`config.mk`:
```
export PLATFORM = sky130hd
export DESIGN_NAME = traffic_light_phase_sequencer
export DESIGN_NICKNAME = d
export VERILOG_FILES = /design/src/rtl/tlps_pkg.sv /design/src/rtl/tlps_step.sv /design/src/rtl/traffic_light_phase_sequencer.sv
export SDC_FILE = /design/constraint.sdc
export NUM_CORES = 1
export LEC_CHECK = 0
export BUFFER_PORTS_ARGS = -buffer_cell sky130_fd_sc_hd__buf_2
export CELL_PAD_IN_SITES_DETAIL_PLACEMENT = 1
export CELL_PAD_IN_SITES_GLOBAL_PLACEMENT = 2
export CORE_ASPECT_RATIO = 0.75
export CORE_MARGIN = 4
export CORE_UTILIZATION = 39
export DETAILED_ROUTE_END_ITERATION = 10
export PLACE_DENSITY_LB_ADDON = 0.1
export SLEW_MARGIN = 10
export SYNTH_ARGS = -nofsm -noshare
export SYNTH_HDL_FRONTEND = slang
export SYNTH_SLANG_ARGS = --single-unit
```
`constraint.sdc`:
```
create_clock -name aclk -period 11.5 [get_ports aclk]
set_input_delay 2.3 -clock aclk [delete_from_list [all_inputs] [get_ports aclk]]
set_output_delay 2.3 -clock aclk [all_outputs]
set_load 0.005 [all_outputs]
```
`src/rtl/tlps_pkg.sv`:
```
package tlps_pkg;

    localparam int MAX_WAYS  = 4;
    localparam int TIME_BITS = 8;

    localparam int WAY_SLOTS    = 4;
    localparam int WAY_BITS     = 2;
    localparam int COUNT_BITS   = 3;
    localparam int CFG_BITS     = 8;
    localparam int REG_IDX_BITS = 3;
    localparam int IN_BITS      = 8;
    localparam int OUT_BITS     = 16;
    localparam int WAY_LIM      = (MAX_WAYS < WAY_SLOTS) ? MAX_WAYS : WAY_SLOTS;
    localparam int unsigned TIME_MAX = (1 << TIME_BITS) - 1;

    localparam logic [COUNT_BITS-1:0] WAY_COUNT_RST   = 3'd2;
    localparam logic [CFG_BITS-1:0]   GREEN_TIME_RST  = 8'd60;
    localparam logic [CFG_BITS-1:0]   YELLOW_TIME_RST = 8'd10;

    typedef enum logic [1:0] {
        COLOR_GREEN  = 2'd0,
        COLOR_RED    = 2'd1,
        COLOR_YELLOW = 2'd2
    } color_t;

    typedef enum logic [REG_IDX_BITS-1:0] {
        REG_WAY_COUNT = 3'd0,
        REG_GREEN_0   = 3'd1,
        REG_GREEN_1   = 3'd2,
        REG_GREEN_2   = 3'd3,
        REG_GREEN_3   = 3'd4,
        REG_YELLOW    = 3'd5
    } cfg_reg_t;

    typedef struct packed {
        logic [COUNT_BITS-1:0]               way_count;
        logic [WAY_SLOTS-1:0][CFG_BITS-1:0]  green_time;
        logic [CFG_BITS-1:0]                 yellow_time;
    } cfg_t;

    typedef struct packed {
        color_t [WAY_SLOTS-1:0]  colors;
        logic [WAY_BITS-1:0]     way;
        logic [TIME_BITS-1:0]    ticks;
    } phase_state_t;

    // packed so that it matches the output word layout, way 0 lowest
    typedef struct packed {
        logic [4:0]          pad;
        logic                phase_changed;
        logic [WAY_BITS-1:0] serving_way;
        color_t              light_way_3;
        color_t              light_way_2;
        color_t              light_way_1;
        color_t              light_way_0;
    } result_t;

    function automatic color_t next_color(input color_t c);
        color_t r;
        case (c)
            COLOR_GREEN:  r = COLOR_YELLOW;
            COLOR_YELLOW: r = COLOR_RED;
            default:      r = COLOR_GREEN;
        endcase
        return r;
    endfunction

    function automatic logic [COUNT_BITS-1:0] ways_in_use(input logic [COUNT_BITS-1:0] wc);
        logic [COUNT_BITS-1:0] n;
        n = wc;
        if (wc < 3'd2) begin
            n = 3'd2;
        end else if (32'(wc) > WAY_LIM) begin
            n = COUNT_BITS'(WAY_LIM);
        end
        return n;
    endfunction

    function automatic logic [TIME_BITS-1:0] fit_duration(input logic [CFG_BITS-1:0] d);
        logic [31:0] w;
        w = 32'(d);
        if (w == 32'd0) begin
            w = 32'd1;
        end
        if (w > TIME_MAX) begin
            w = TIME_MAX;
        end
        return w[TIME_BITS-1:0];
    endfunction

endpackage

```
`src/rtl/tlps_step.sv`:
```
module tlps_step (
    input  logic                   advance,
    input  tlps_pkg::cfg_t         cfg,
    input  tlps_pkg::phase_state_t cur,
    output tlps_pkg::phase_state_t nxt,
    output tlps_pkg::result_t      res
);
    import tlps_pkg::*;

    logic [COUNT_BITS-1:0] n;
    logic [COUNT_BITS-1:0] way_inc;
    logic [WAY_BITS-1:0]   w0;
    logic [WAY_BITS-1:0]   w1;
    color_t                c0;
    logic [CFG_BITS-1:0]   dur;
    logic                  changed;
    color_t [WAY_SLOTS-1:0] lights;

    always_comb begin
        n       = ways_in_use(cfg.way_count);
        nxt     = cur;
        changed = 1'b0;
        w0      = cur.way;
        w1      = cur.way;
        c0      = next_color(cur.colors[w0]);
        way_inc = {1'b0, w0} + 3'd1;
        dur     = cfg.green_time[w0];
        if (advance) begin
            if (cur.ticks == '0) begin
                changed       = 1'b1;
                nxt.colors[w0] = c0;
                if (c0 == COLOR_YELLOW) begin
                    dur = cfg.yellow_time;
                end else begin
                    if (c0 == COLOR_RED) begin
                        w1 = (way_inc >= n) ? '0 : way_inc[WAY_BITS-1:0];
                        nxt.colors[w1] = next_color(nxt.colors[w1]);
                    end
                    dur = cfg.green_time[w1];
                end
                nxt.way   = w1;
                nxt.ticks = fit_duration(dur) - TIME_BITS'(1);
            end else begin
                nxt.ticks = cur.ticks - TIME_BITS'(1);
            end
        end
    end

    always_comb begin
        for (int i = 0; i < WAY_SLOTS; i++) begin
            lights[i] = (32'(i) < 32'(n)) ? nxt.colors[i] : COLOR_RED;
        end
        res.pad           = '0;
        res.phase_changed = changed;
        res.serving_way   = nxt.way;
        res.light_way_3   = lights[3];
        res.light_way_2   = lights[2];
        res.light_way_1   = lights[1];
        res.light_way_0   = lights[0];
    end

endmodule

```
`src/rtl/traffic_light_phase_sequencer.sv`:
```
// An accepted tick word's result is registered in out_reg, or in skid_reg while m_ is stalled.
// Throughput: one tick word per cycle unless skid_reg is full; the phase update is combinational
// countdown compare and color step, and a skid register keeps s_tready up while one result waits.
// Reset (aresetn low, synchronous): all lights red, way 0 serving, event due at once,
// registers back to way_count 2, green 60, yellow 10, both channels empty.
module traffic_light_phase_sequencer (
    input  logic                                aclk,
    input  logic                                aresetn,
    input  logic                                s_tvalid,
    output logic                                s_tready,
    input  logic [tlps_pkg::IN_BITS-1:0]        s_tdata,   // [0] advance, [7:1] zero
    output logic                                m_tvalid,
    input  logic                                m_tready,
    output logic [tlps_pkg::OUT_BITS-1:0]       m_tdata,   // [1:0] light_way_0, [3:2] light_way_1,
                                                           // [5:4] light_way_2, [7:6] light_way_3,
                                                           // [9:8] serving_way, [10] phase_changed
    input  logic                                cfg_we,
    input  logic [tlps_pkg::REG_IDX_BITS-1:0]   cfg_index,
    input  logic [tlps_pkg::CFG_BITS-1:0]       cfg_wdata
);
    import tlps_pkg::*;

    cfg_t         cfg_reg;
    phase_state_t state_reg;
    phase_state_t state_next;
    result_t      res_next;
    result_t      out_reg;
    result_t      skid_reg;
    logic         out_valid_reg;
    logic         skid_valid_reg;
    logic         s_accept;
    logic         out_free;

    assign s_tready = !skid_valid_reg;
    assign s_accept = s_tvalid && s_tready;
    assign out_free = !out_valid_reg || m_tready;
    assign m_tvalid = out_valid_reg;
    assign m_tdata  = out_reg;

    tlps_step u_step (
        .advance (s_tdata[0]),
        .cfg     (cfg_reg),
        .cur     (state_reg),
        .nxt     (state_next),
        .res     (res_next)
    );

    always_ff @(posedge aclk) begin
        if (!aresetn) begin
            cfg_reg.way_count   <= WAY_COUNT_RST;
            cfg_reg.green_time  <= {WAY_SLOTS{GREEN_TIME_RST}};
            cfg_reg.yellow_time <= YELLOW_TIME_RST;
        end else if (cfg_we) begin
            case (cfg_index)
                REG_WAY_COUNT: cfg_reg.way_count     <= cfg_wdata[COUNT_BITS-1:0];
                REG_GREEN_0:   cfg_reg.green_time[0] <= cfg_wdata;
                REG_GREEN_1:   cfg_reg.green_time[1] <= cfg_wdata;
                REG_GREEN_2:   cfg_reg.green_time[2] <= cfg_wdata;
                REG_GREEN_3:   cfg_reg.green_time[3] <= cfg_wdata;
                REG_YELLOW:    cfg_reg.yellow_time   <= cfg_wdata;
                default: ;
            endcase
        end
    end

    always_ff @(posedge aclk) begin
        if (!aresetn) begin
            state_reg.colors <= {WAY_SLOTS{COLOR_RED}};
            state_reg.way    <= '0;
            state_reg.ticks  <= '0;
        end else if (s_accept) begin
            state_reg <= state_next;
        end
    end

    // hold a result in the skid stage while the output word is stalled
    always_ff @(posedge aclk) begin
        if (!aresetn) begin
            out_valid_reg  <= 1'b0;
            skid_valid_reg <= 1'b0;
        end else begin
            if (s_accept) begin
                if (out_free) begin
                    out_valid_reg <= 1'b1;
                end else begin
                    skid_valid_reg <= 1'b1;
                end
            end else if (out_free) begin
                out_valid_reg  <= skid_valid_reg;
                skid_valid_reg <= 1'b0;
            end
        end
    end

    always_ff @(posedge aclk) begin
        if (s_accept) begin
            if (out_free) begin
                out_reg <= res_next;
            end else begin
                skid_reg <= res_next;
            end
        end else if (out_free && skid_valid_reg) begin
            out_reg <= skid_reg;
        end
    end

endmodule

```
==> impl_results.md, run 1 <==
- Starting Density: 0.402
- Hpwl dp: 10600 um
- Setup WS pre-CTS: 6680 ps
- Detailed router's first-iteration violation count: 341
- Overall Global Routing Usage: 0.217
- Worst R2R Setup Slack: 6590 ps
- Clk Latency, worst-skew pair: 340 ps
- Worst Path Arrival: 5170 ps
- Top FF cell, synth: dfxtp_1
- Placeable Area: 11700 um2
- Largest stage delay, worst path: 700 ps
- First-pass GRT wire length: 23400 um
- Filler cells: 1436
- Worst r2r src: state_reg[8]
- Crit path top cell by count: ha_1
- Vias in the first global route: 4379
- Max reg flops: 43
- Yosys warning total: 0
- Synth area leaders: dfxtp_1 27%, edfxtp_1 14%, nand2_1 9.8%, a21oi_1 4.7%, nor2_1 3.9%
- H-Tree Depth: 3
- Setup slack after layout: 6590 ps
- Largest net degree at the start of global routing: 43
- Die extent in x: 135 um
- DRT Pass-1 Iters: 4
- Worst IR drop on VDD: 0.0911 mV
- Num CTS Buffers: 9
- Yosys top cell area share: 0.268
- Fmax achieved: 204 MHz
- Die area: 13900 um2
- Most common cell after layout, fill and taps aside: nand2_1
- Skew final: 7.95 ps
- Post-Synthesis Cells: 564
- Number of placed I/O pins: 42
- Rows: 34
- Status: completed
- Max cap viols: 0
- Total congestion overflow: 0
- CP Capture Type: flip-flop
- Final Slew Violations: 0
- Post_cts resized: 0
- Register area share after synthesis: 0.409
- Setup violators final: 0
- CP Data Required Time: 11770 ps
- DRC violations left: 0
- Yosys reg bits: 85
- Avg Inst Size Synth: 8.34 um2
- Initial antenna violation count: 0
- Netlist cell types: 73
- Final Hold Fails: 0
- TNS Setup: 0 ps
- Clock Sinks: 85
- Worst setup SP type: flip-flop
- CTS tree: built
- Root Buffer: clkbuf_16
- Final core occ: 0.443
- GPL Wtd Cong: 0.839
- Critical path launch point: state_reg[8]
- WL/cell: 19.6 um
- Hold path start: cfg_reg[25]
- Post-route ant nets: 0
- Crit Path Max Fanout: 27
- Via count: 4258
- Post-synth top area cell: dfxtp_1
- Ys async rst share: 0
- Final period util: 0.427
- Net count, final: 608
- Final hold slack: 457 ps
- Antenna diodes: 0
- RSZ-0062 raised after global routing: no
- Worst-Margin Slew: 1150 ps
- Area delta synth->final: 10.2%
- Number of flops mapped to enable cells by yosys: 22
- Crit-path slowest cell: a31oi_1
- WS Path Type: reg -> reg
- Layout cells sized above 1: 0.107
- Reg clk slew, reported paths: 60 ps
- Drt total wl: 14600 um
- Synthesized cell area: 4700 um2
- Delay-heaviest family, CP: compound AO/OA/AOI/OAI gates
- Die H: 103 um
- I/O Buffers: 29
- Leading cell types in the layout, fill and taps excluded: 123 x nand2_1, 63 x dfxtp_1, 49 x nor2_1
- Clock Path Buffers: 2
- DR vias/cell: 5.73
- Critical-path cell list: buf_4, inv_1, ha_1, a31oi_1, and3_1, a2111oi_4, a211oi_1, a311oi_1, a31oi_2, ha_1, nand4b_1, xor2_1, nand2_1, a21oi_1
- Hold buffer count at cts: 0
- Power Dens Cells: 173 nW/um2
- Min Tclk post-route: 4910 ps
- Slew margin rel.: 0.231
- CP bufs+invs: 2
- Hold/Removal Path Class: reg -> reg
- # Post-CTS Setup Buffers: 0
- P_leak: 1.93 nW
-- cell usage after synthesis, drive strengths merged (10+ instances only) --
cell type / instances
nand3: 22
inv: 18
nand2: 123
a21oi: 45
clkbuf: 24
edfxtp: 22
mux2i: 12
dfxtp: 63
a31oi: 17
o21ai: 17
a211oi: 12
nor2: 50
buf: 10
-- metrics by stage --
step                instances  cell area, um2  total power [W]
finish                    743            5180         0.000896
global route              743            5180         0.000949
CTS                       743            5180         0.000900
floorplan                 568            4720         0.000547
global placement          727            4900         0.000616
detailed placement        727            4900         0.000622
-- metal layers --
metal,GRT usage,wire (um),vias to the layer above
met3,0.0371,752,11
met1,0.305,7000,2120
met2,0.350,6660,74
li1,-,-,2053
met4,0.0556,161,0
met5,0,0,-
-- path summary, 6_finish.rpt --
kind | endpoint | cells past startpoint
max | state_reg[4] | 14
min | cfg_reg[25] | 2
min reg2reg | cfg_reg[25] | 2
max reg2reg | state_reg[4] | 14
-- report_power, final --
| part | total [W] | switching [W] | internal (W) |
|---|---|---|---|
| Combinational | 0.000269 | 0.000176 | 0.0000928 |
| Clock | 0.000276 | 0.000118 | 0.000159 |
| Sequential | 0.000351 | 0.0000180 | 0.000333 |
-- tightest hold or removal path, stage by stage, from the launching register on --
cell,delay (ps)
dfxtp_1,310
nand2_1,50
a21oi_1,50
-- logic make-up after synthesis --
logic type / count (synthesis) / synth area share
AO/OA/AOI/OAI: 152 / 0.230
adder cells (fa/ha/maj): 9 / 0.0234
multiplexers: 19 / 0.0471
flip-flops: 85 / 0.409
buffers and inverters: 53 / 0.0529
AND/OR/NAND/NOR: 243 / 0.233
XOR/XNOR: 2 / 0.00373
other: 1 / 0.000797
-- cell type report --
type	count	area, um2	area share
Multi-Input combinational cell	430	2550	0.492
Sequential cell	85	1920	0.371
Clock buffer	12	258	0.0497
Tap cell	162	203	0.0391
Timing Repair Buffer	31	160	0.0309
Inverter	19	71.3	0.0138
Clock inverter	4	21.3	0.00410
Note: power is estimated with default switching activity, not from simulation.
==> inputs of run 2 (changes only) <==
--- a/config.mk
+++ b/config.mk
@@ -5,12 +5,13 @@
 export SDC_FILE = /design/constraint.sdc
 export NUM_CORES = 1
 export LEC_CHECK = 0
+export ABC_AREA = 1
 export BUFFER_PORTS_ARGS = -buffer_cell sky130_fd_sc_hd__buf_2
 export CELL_PAD_IN_SITES_DETAIL_PLACEMENT = 1
 export CELL_PAD_IN_SITES_GLOBAL_PLACEMENT = 2
 export CORE_ASPECT_RATIO = 0.75
 export CORE_MARGIN = 4
-export CORE_UTILIZATION = 39
+export CORE_UTILIZATION = 31
 export DETAILED_ROUTE_END_ITERATION = 10
 export PLACE_DENSITY_LB_ADDON = 0.1
 export SLEW_MARGIN = 10
==> constraint.sdc (replaced) <==
create_clock -name aclk -period 4.3 [get_ports aclk]
set_input_delay 0.86 -clock aclk [delete_from_list [all_inputs] [get_ports aclk]]
set_output_delay 0.86 -clock aclk [all_outputs]
set_load 0.005 [all_outputs]
==> impl_results.md, run 2 <==
- Crit Path Max Fanout: 16
- Final period util: 0.842
- RSZ-0062 raised after global routing: no
- H-Tree Depth: 3
- Synth area leaders: dfxtp_1 28%, edfxtp_1 14%, nand2_1 12%, inv_1 6.5%, nand3_1 6.0%
- DRC violations left: 0
- Final Slew Violations: 0
- Layout cells sized above 1: 0.152
- Net count, final: 685
- Netlist cell types: 42
- Ys async rst share: 0
- Drt total wl: 13500 um
- Worst-Margin Slew: 786 ps
- Clk Latency, worst-skew pair: 350 ps
- Critical-path cell list: inv_2, ha_1, nor2_1, nor2_1, nand2_1, nand3_1, nand2_4, nand2_4, o211ai_1, o21ai_0, mux2i_1, nand2_1, nand2_2, nand2_1, inv_1, ha_1, nand2_1, nor3_2, nand2_1, o21ai_1, a21oi_1
- Setup violators final: 0
- First-pass GRT wire length: 22400 um
- Post-route ant nets: 0
- Root Buffer: clkbuf_16
- Status: completed
- Clock Sinks: 85
- P_leak: 2.35 nW
- Delay-heaviest family, CP: simple AND/OR/NAND/NOR gates
- P_sw: 0.000702 W
- Clk pwr share: 0.378
- Max cap viols: 0
- Starting Density: 0.317
- Layout Cells excl Fill: 858
- Reg clk slew, reported paths: 70 ps
- Largest net degree at the start of global routing: 50
- Antenna diodes: 0
- Most frequent cell after synthesis: nand2_1
- Die H: 113 um
- Final instance area: 5210 um2
- Via count: 4034
- Worst setup SP type: flip-flop
- WS Path Type: reg -> reg
- Fmax achieved: 276 MHz
- Slew margin rel.: 0.474
- Number of placed I/O pins: 42
- Crit path top cell by count: nand2_1
- Seq pwr share: 0.411
- Register area share after synthesis: 0.419
- Leading cell types in the layout, fill and taps excluded: 143 x nand2_1, 79 x inv_1, 63 x dfxtp_1
- DR vias/cell: 4.70
- Overall Global Routing Usage: 0.171
- Most common cell after layout, fill and taps aside: nand2_1
- WL/cell: 15.8 um
- GPL Wtd Cong: 0.805
- Die area: 16800 um2
- Post_cts resized: 0
- Vias in the first global route: 4050
- Num CTS Buffers: 9
- Rows: 38
- Worst Path Arrival: 3860 ps
- Top FF cell, synth: dfxtp_1
- Placeable Area: 14500 um2
- Yosys warning total: 0
- Total congestion overflow: 0
- Post-Synthesis Cells: 626
- Max reg flops: 43
- Dpl cells: 842
- Post-synth top area cell: dfxtp_1
- Initial antenna violation count: 0
- DRT Pass-1 Iters: 4
- Worst IR drop on VDD: 0.190 mV
- CP bufs+invs: 2
- Sw frac: 0.322
- Power Dens Cells: 419 nW/um2
- # Post-CTS Setup Buffers: 0
- Skew final: 6.03 ps
- Final Hold Fails: 0
- CP Data Required Time: 4540 ps
- Detailed router's first-iteration violation count: 251
- CTS tree: built
- Avg Inst Size Synth: 7.32 um2
- Area of placed instances: 4900 um2
- Yosys top cell area share: 0.275
- CP Capture Type: flip-flop
- Hpwl dp: 10100 um
- Die extent in x: 148 um
- Largest stage delay, worst path: 450 ps
- Number of flops mapped to enable cells by yosys: 22
- Comb power frac: 0.211
- Yosys reg bits: 85
- Hold buffer count at cts: 0
- Post-synth top cells: 143 x nand2_1, 79 x inv_1, 63 x dfxtp_1, 60 x nor2_1, 55 x nand3_1
- Area delta synth->final: 13.6%
- I/O Buffers: 29
- Hold/Removal Path Class: reg -> reg
- Crit-path slowest cell: dfxtp_1
- Min Tclk post-route: 3620 ps
- Synthesized cell area: 4580 um2
- Clock Path Buffers: 2
- Pint: 0.00148 W
- TNS Setup: 0 ps
==> run 2: cell count changes in the layout (fill, tap and decap cells not counted), moves of 10 or more <==
cell,change
a211oi_1,-11
a21oi_1,-10
a31oi_1,-15
inv_1,+61
mux2i_1,-10
nand2_1,+20
nand2_2,+13
nand3_1,+33
nor2_1,+11
o21ai_0,+36
==> run 2: layout make-up <==
class	count	area, um2
Multi-Input combinational cell	437	2220
Inverter	86	325
Timing Repair Buffer	34	183
Clock inverter	7	82.6
Fill cell	1839	9250
Tap cell	200	250
Clock buffer	9	225
Sequential cell	85	1920
==> run 2: logic make-up after synthesis <==
family | synth area share
simple gates | 0.312
buf+inv | 0.101
fa+ha+maj | 0.0218
other cells | 0.000818
mux | 0.00437
flops | 0.419
compound gates | 0.141
==> run 2: worst paths after layout <==
check	cells past startpoint	slack [ps]	from	endpoint
max	21	680	state_reg[8]	state_reg[6]
min	2	460	cfg_reg[3]	cfg_reg[3]
max reg2reg	21	680	state_reg[8]	state_reg[6]
min reg2reg	2	460	cfg_reg[3]	cfg_reg[3]
==> run 2: power groups by stage <==
stage | clock [W] | sequential, W | combinational (W)
4_1_cts | 0.000846 | 0.000896 | 0.000467
3_3_place_gp | 0 | 0.000914 | 0.000454
2_1_floorplan | 0 | 0.000911 | 0.000330
5_1_grt | 0.000886 | 0.000901 | 0.000524
3_5_place_dp | 0 | 0.000914 | 0.000465
6_report | 0.000825 | 0.000896 | 0.000460
==> run 2: per-layer routing <==
layer | routed length (um) | part of all wire | vias up | global-route usage
met1 | 7540 | 0.56 | 1878 | 0.268
met2 | 5180 | 0.38 | 67 | 0.234
met4 | 181 | 0.013 | 0 | 0.0443
met3 | 626 | 0.046 | 14 | 0.0352
li1 | - | - | 2075 | -
met5 | 0 | 0 | - | 0
==> run 2: per-stage QoR <==
step                 util  hold slack, ps  total power [W]  worst slack [ps]
global route        0.360             472          0.00231               247
global placement    0.339             437          0.00137               738
CTS                 0.360             457          0.00221               679
floorplan               -             421          0.00124              1390
detailed placement  0.339             439          0.00138               710
finish              0.360             458          0.00218               678
==> run 2: worst min-delay path, delay by kind of cell, from the launching register on <==
kind	cells	cell delay (ps)
simple gates	2	110
flops	1	320
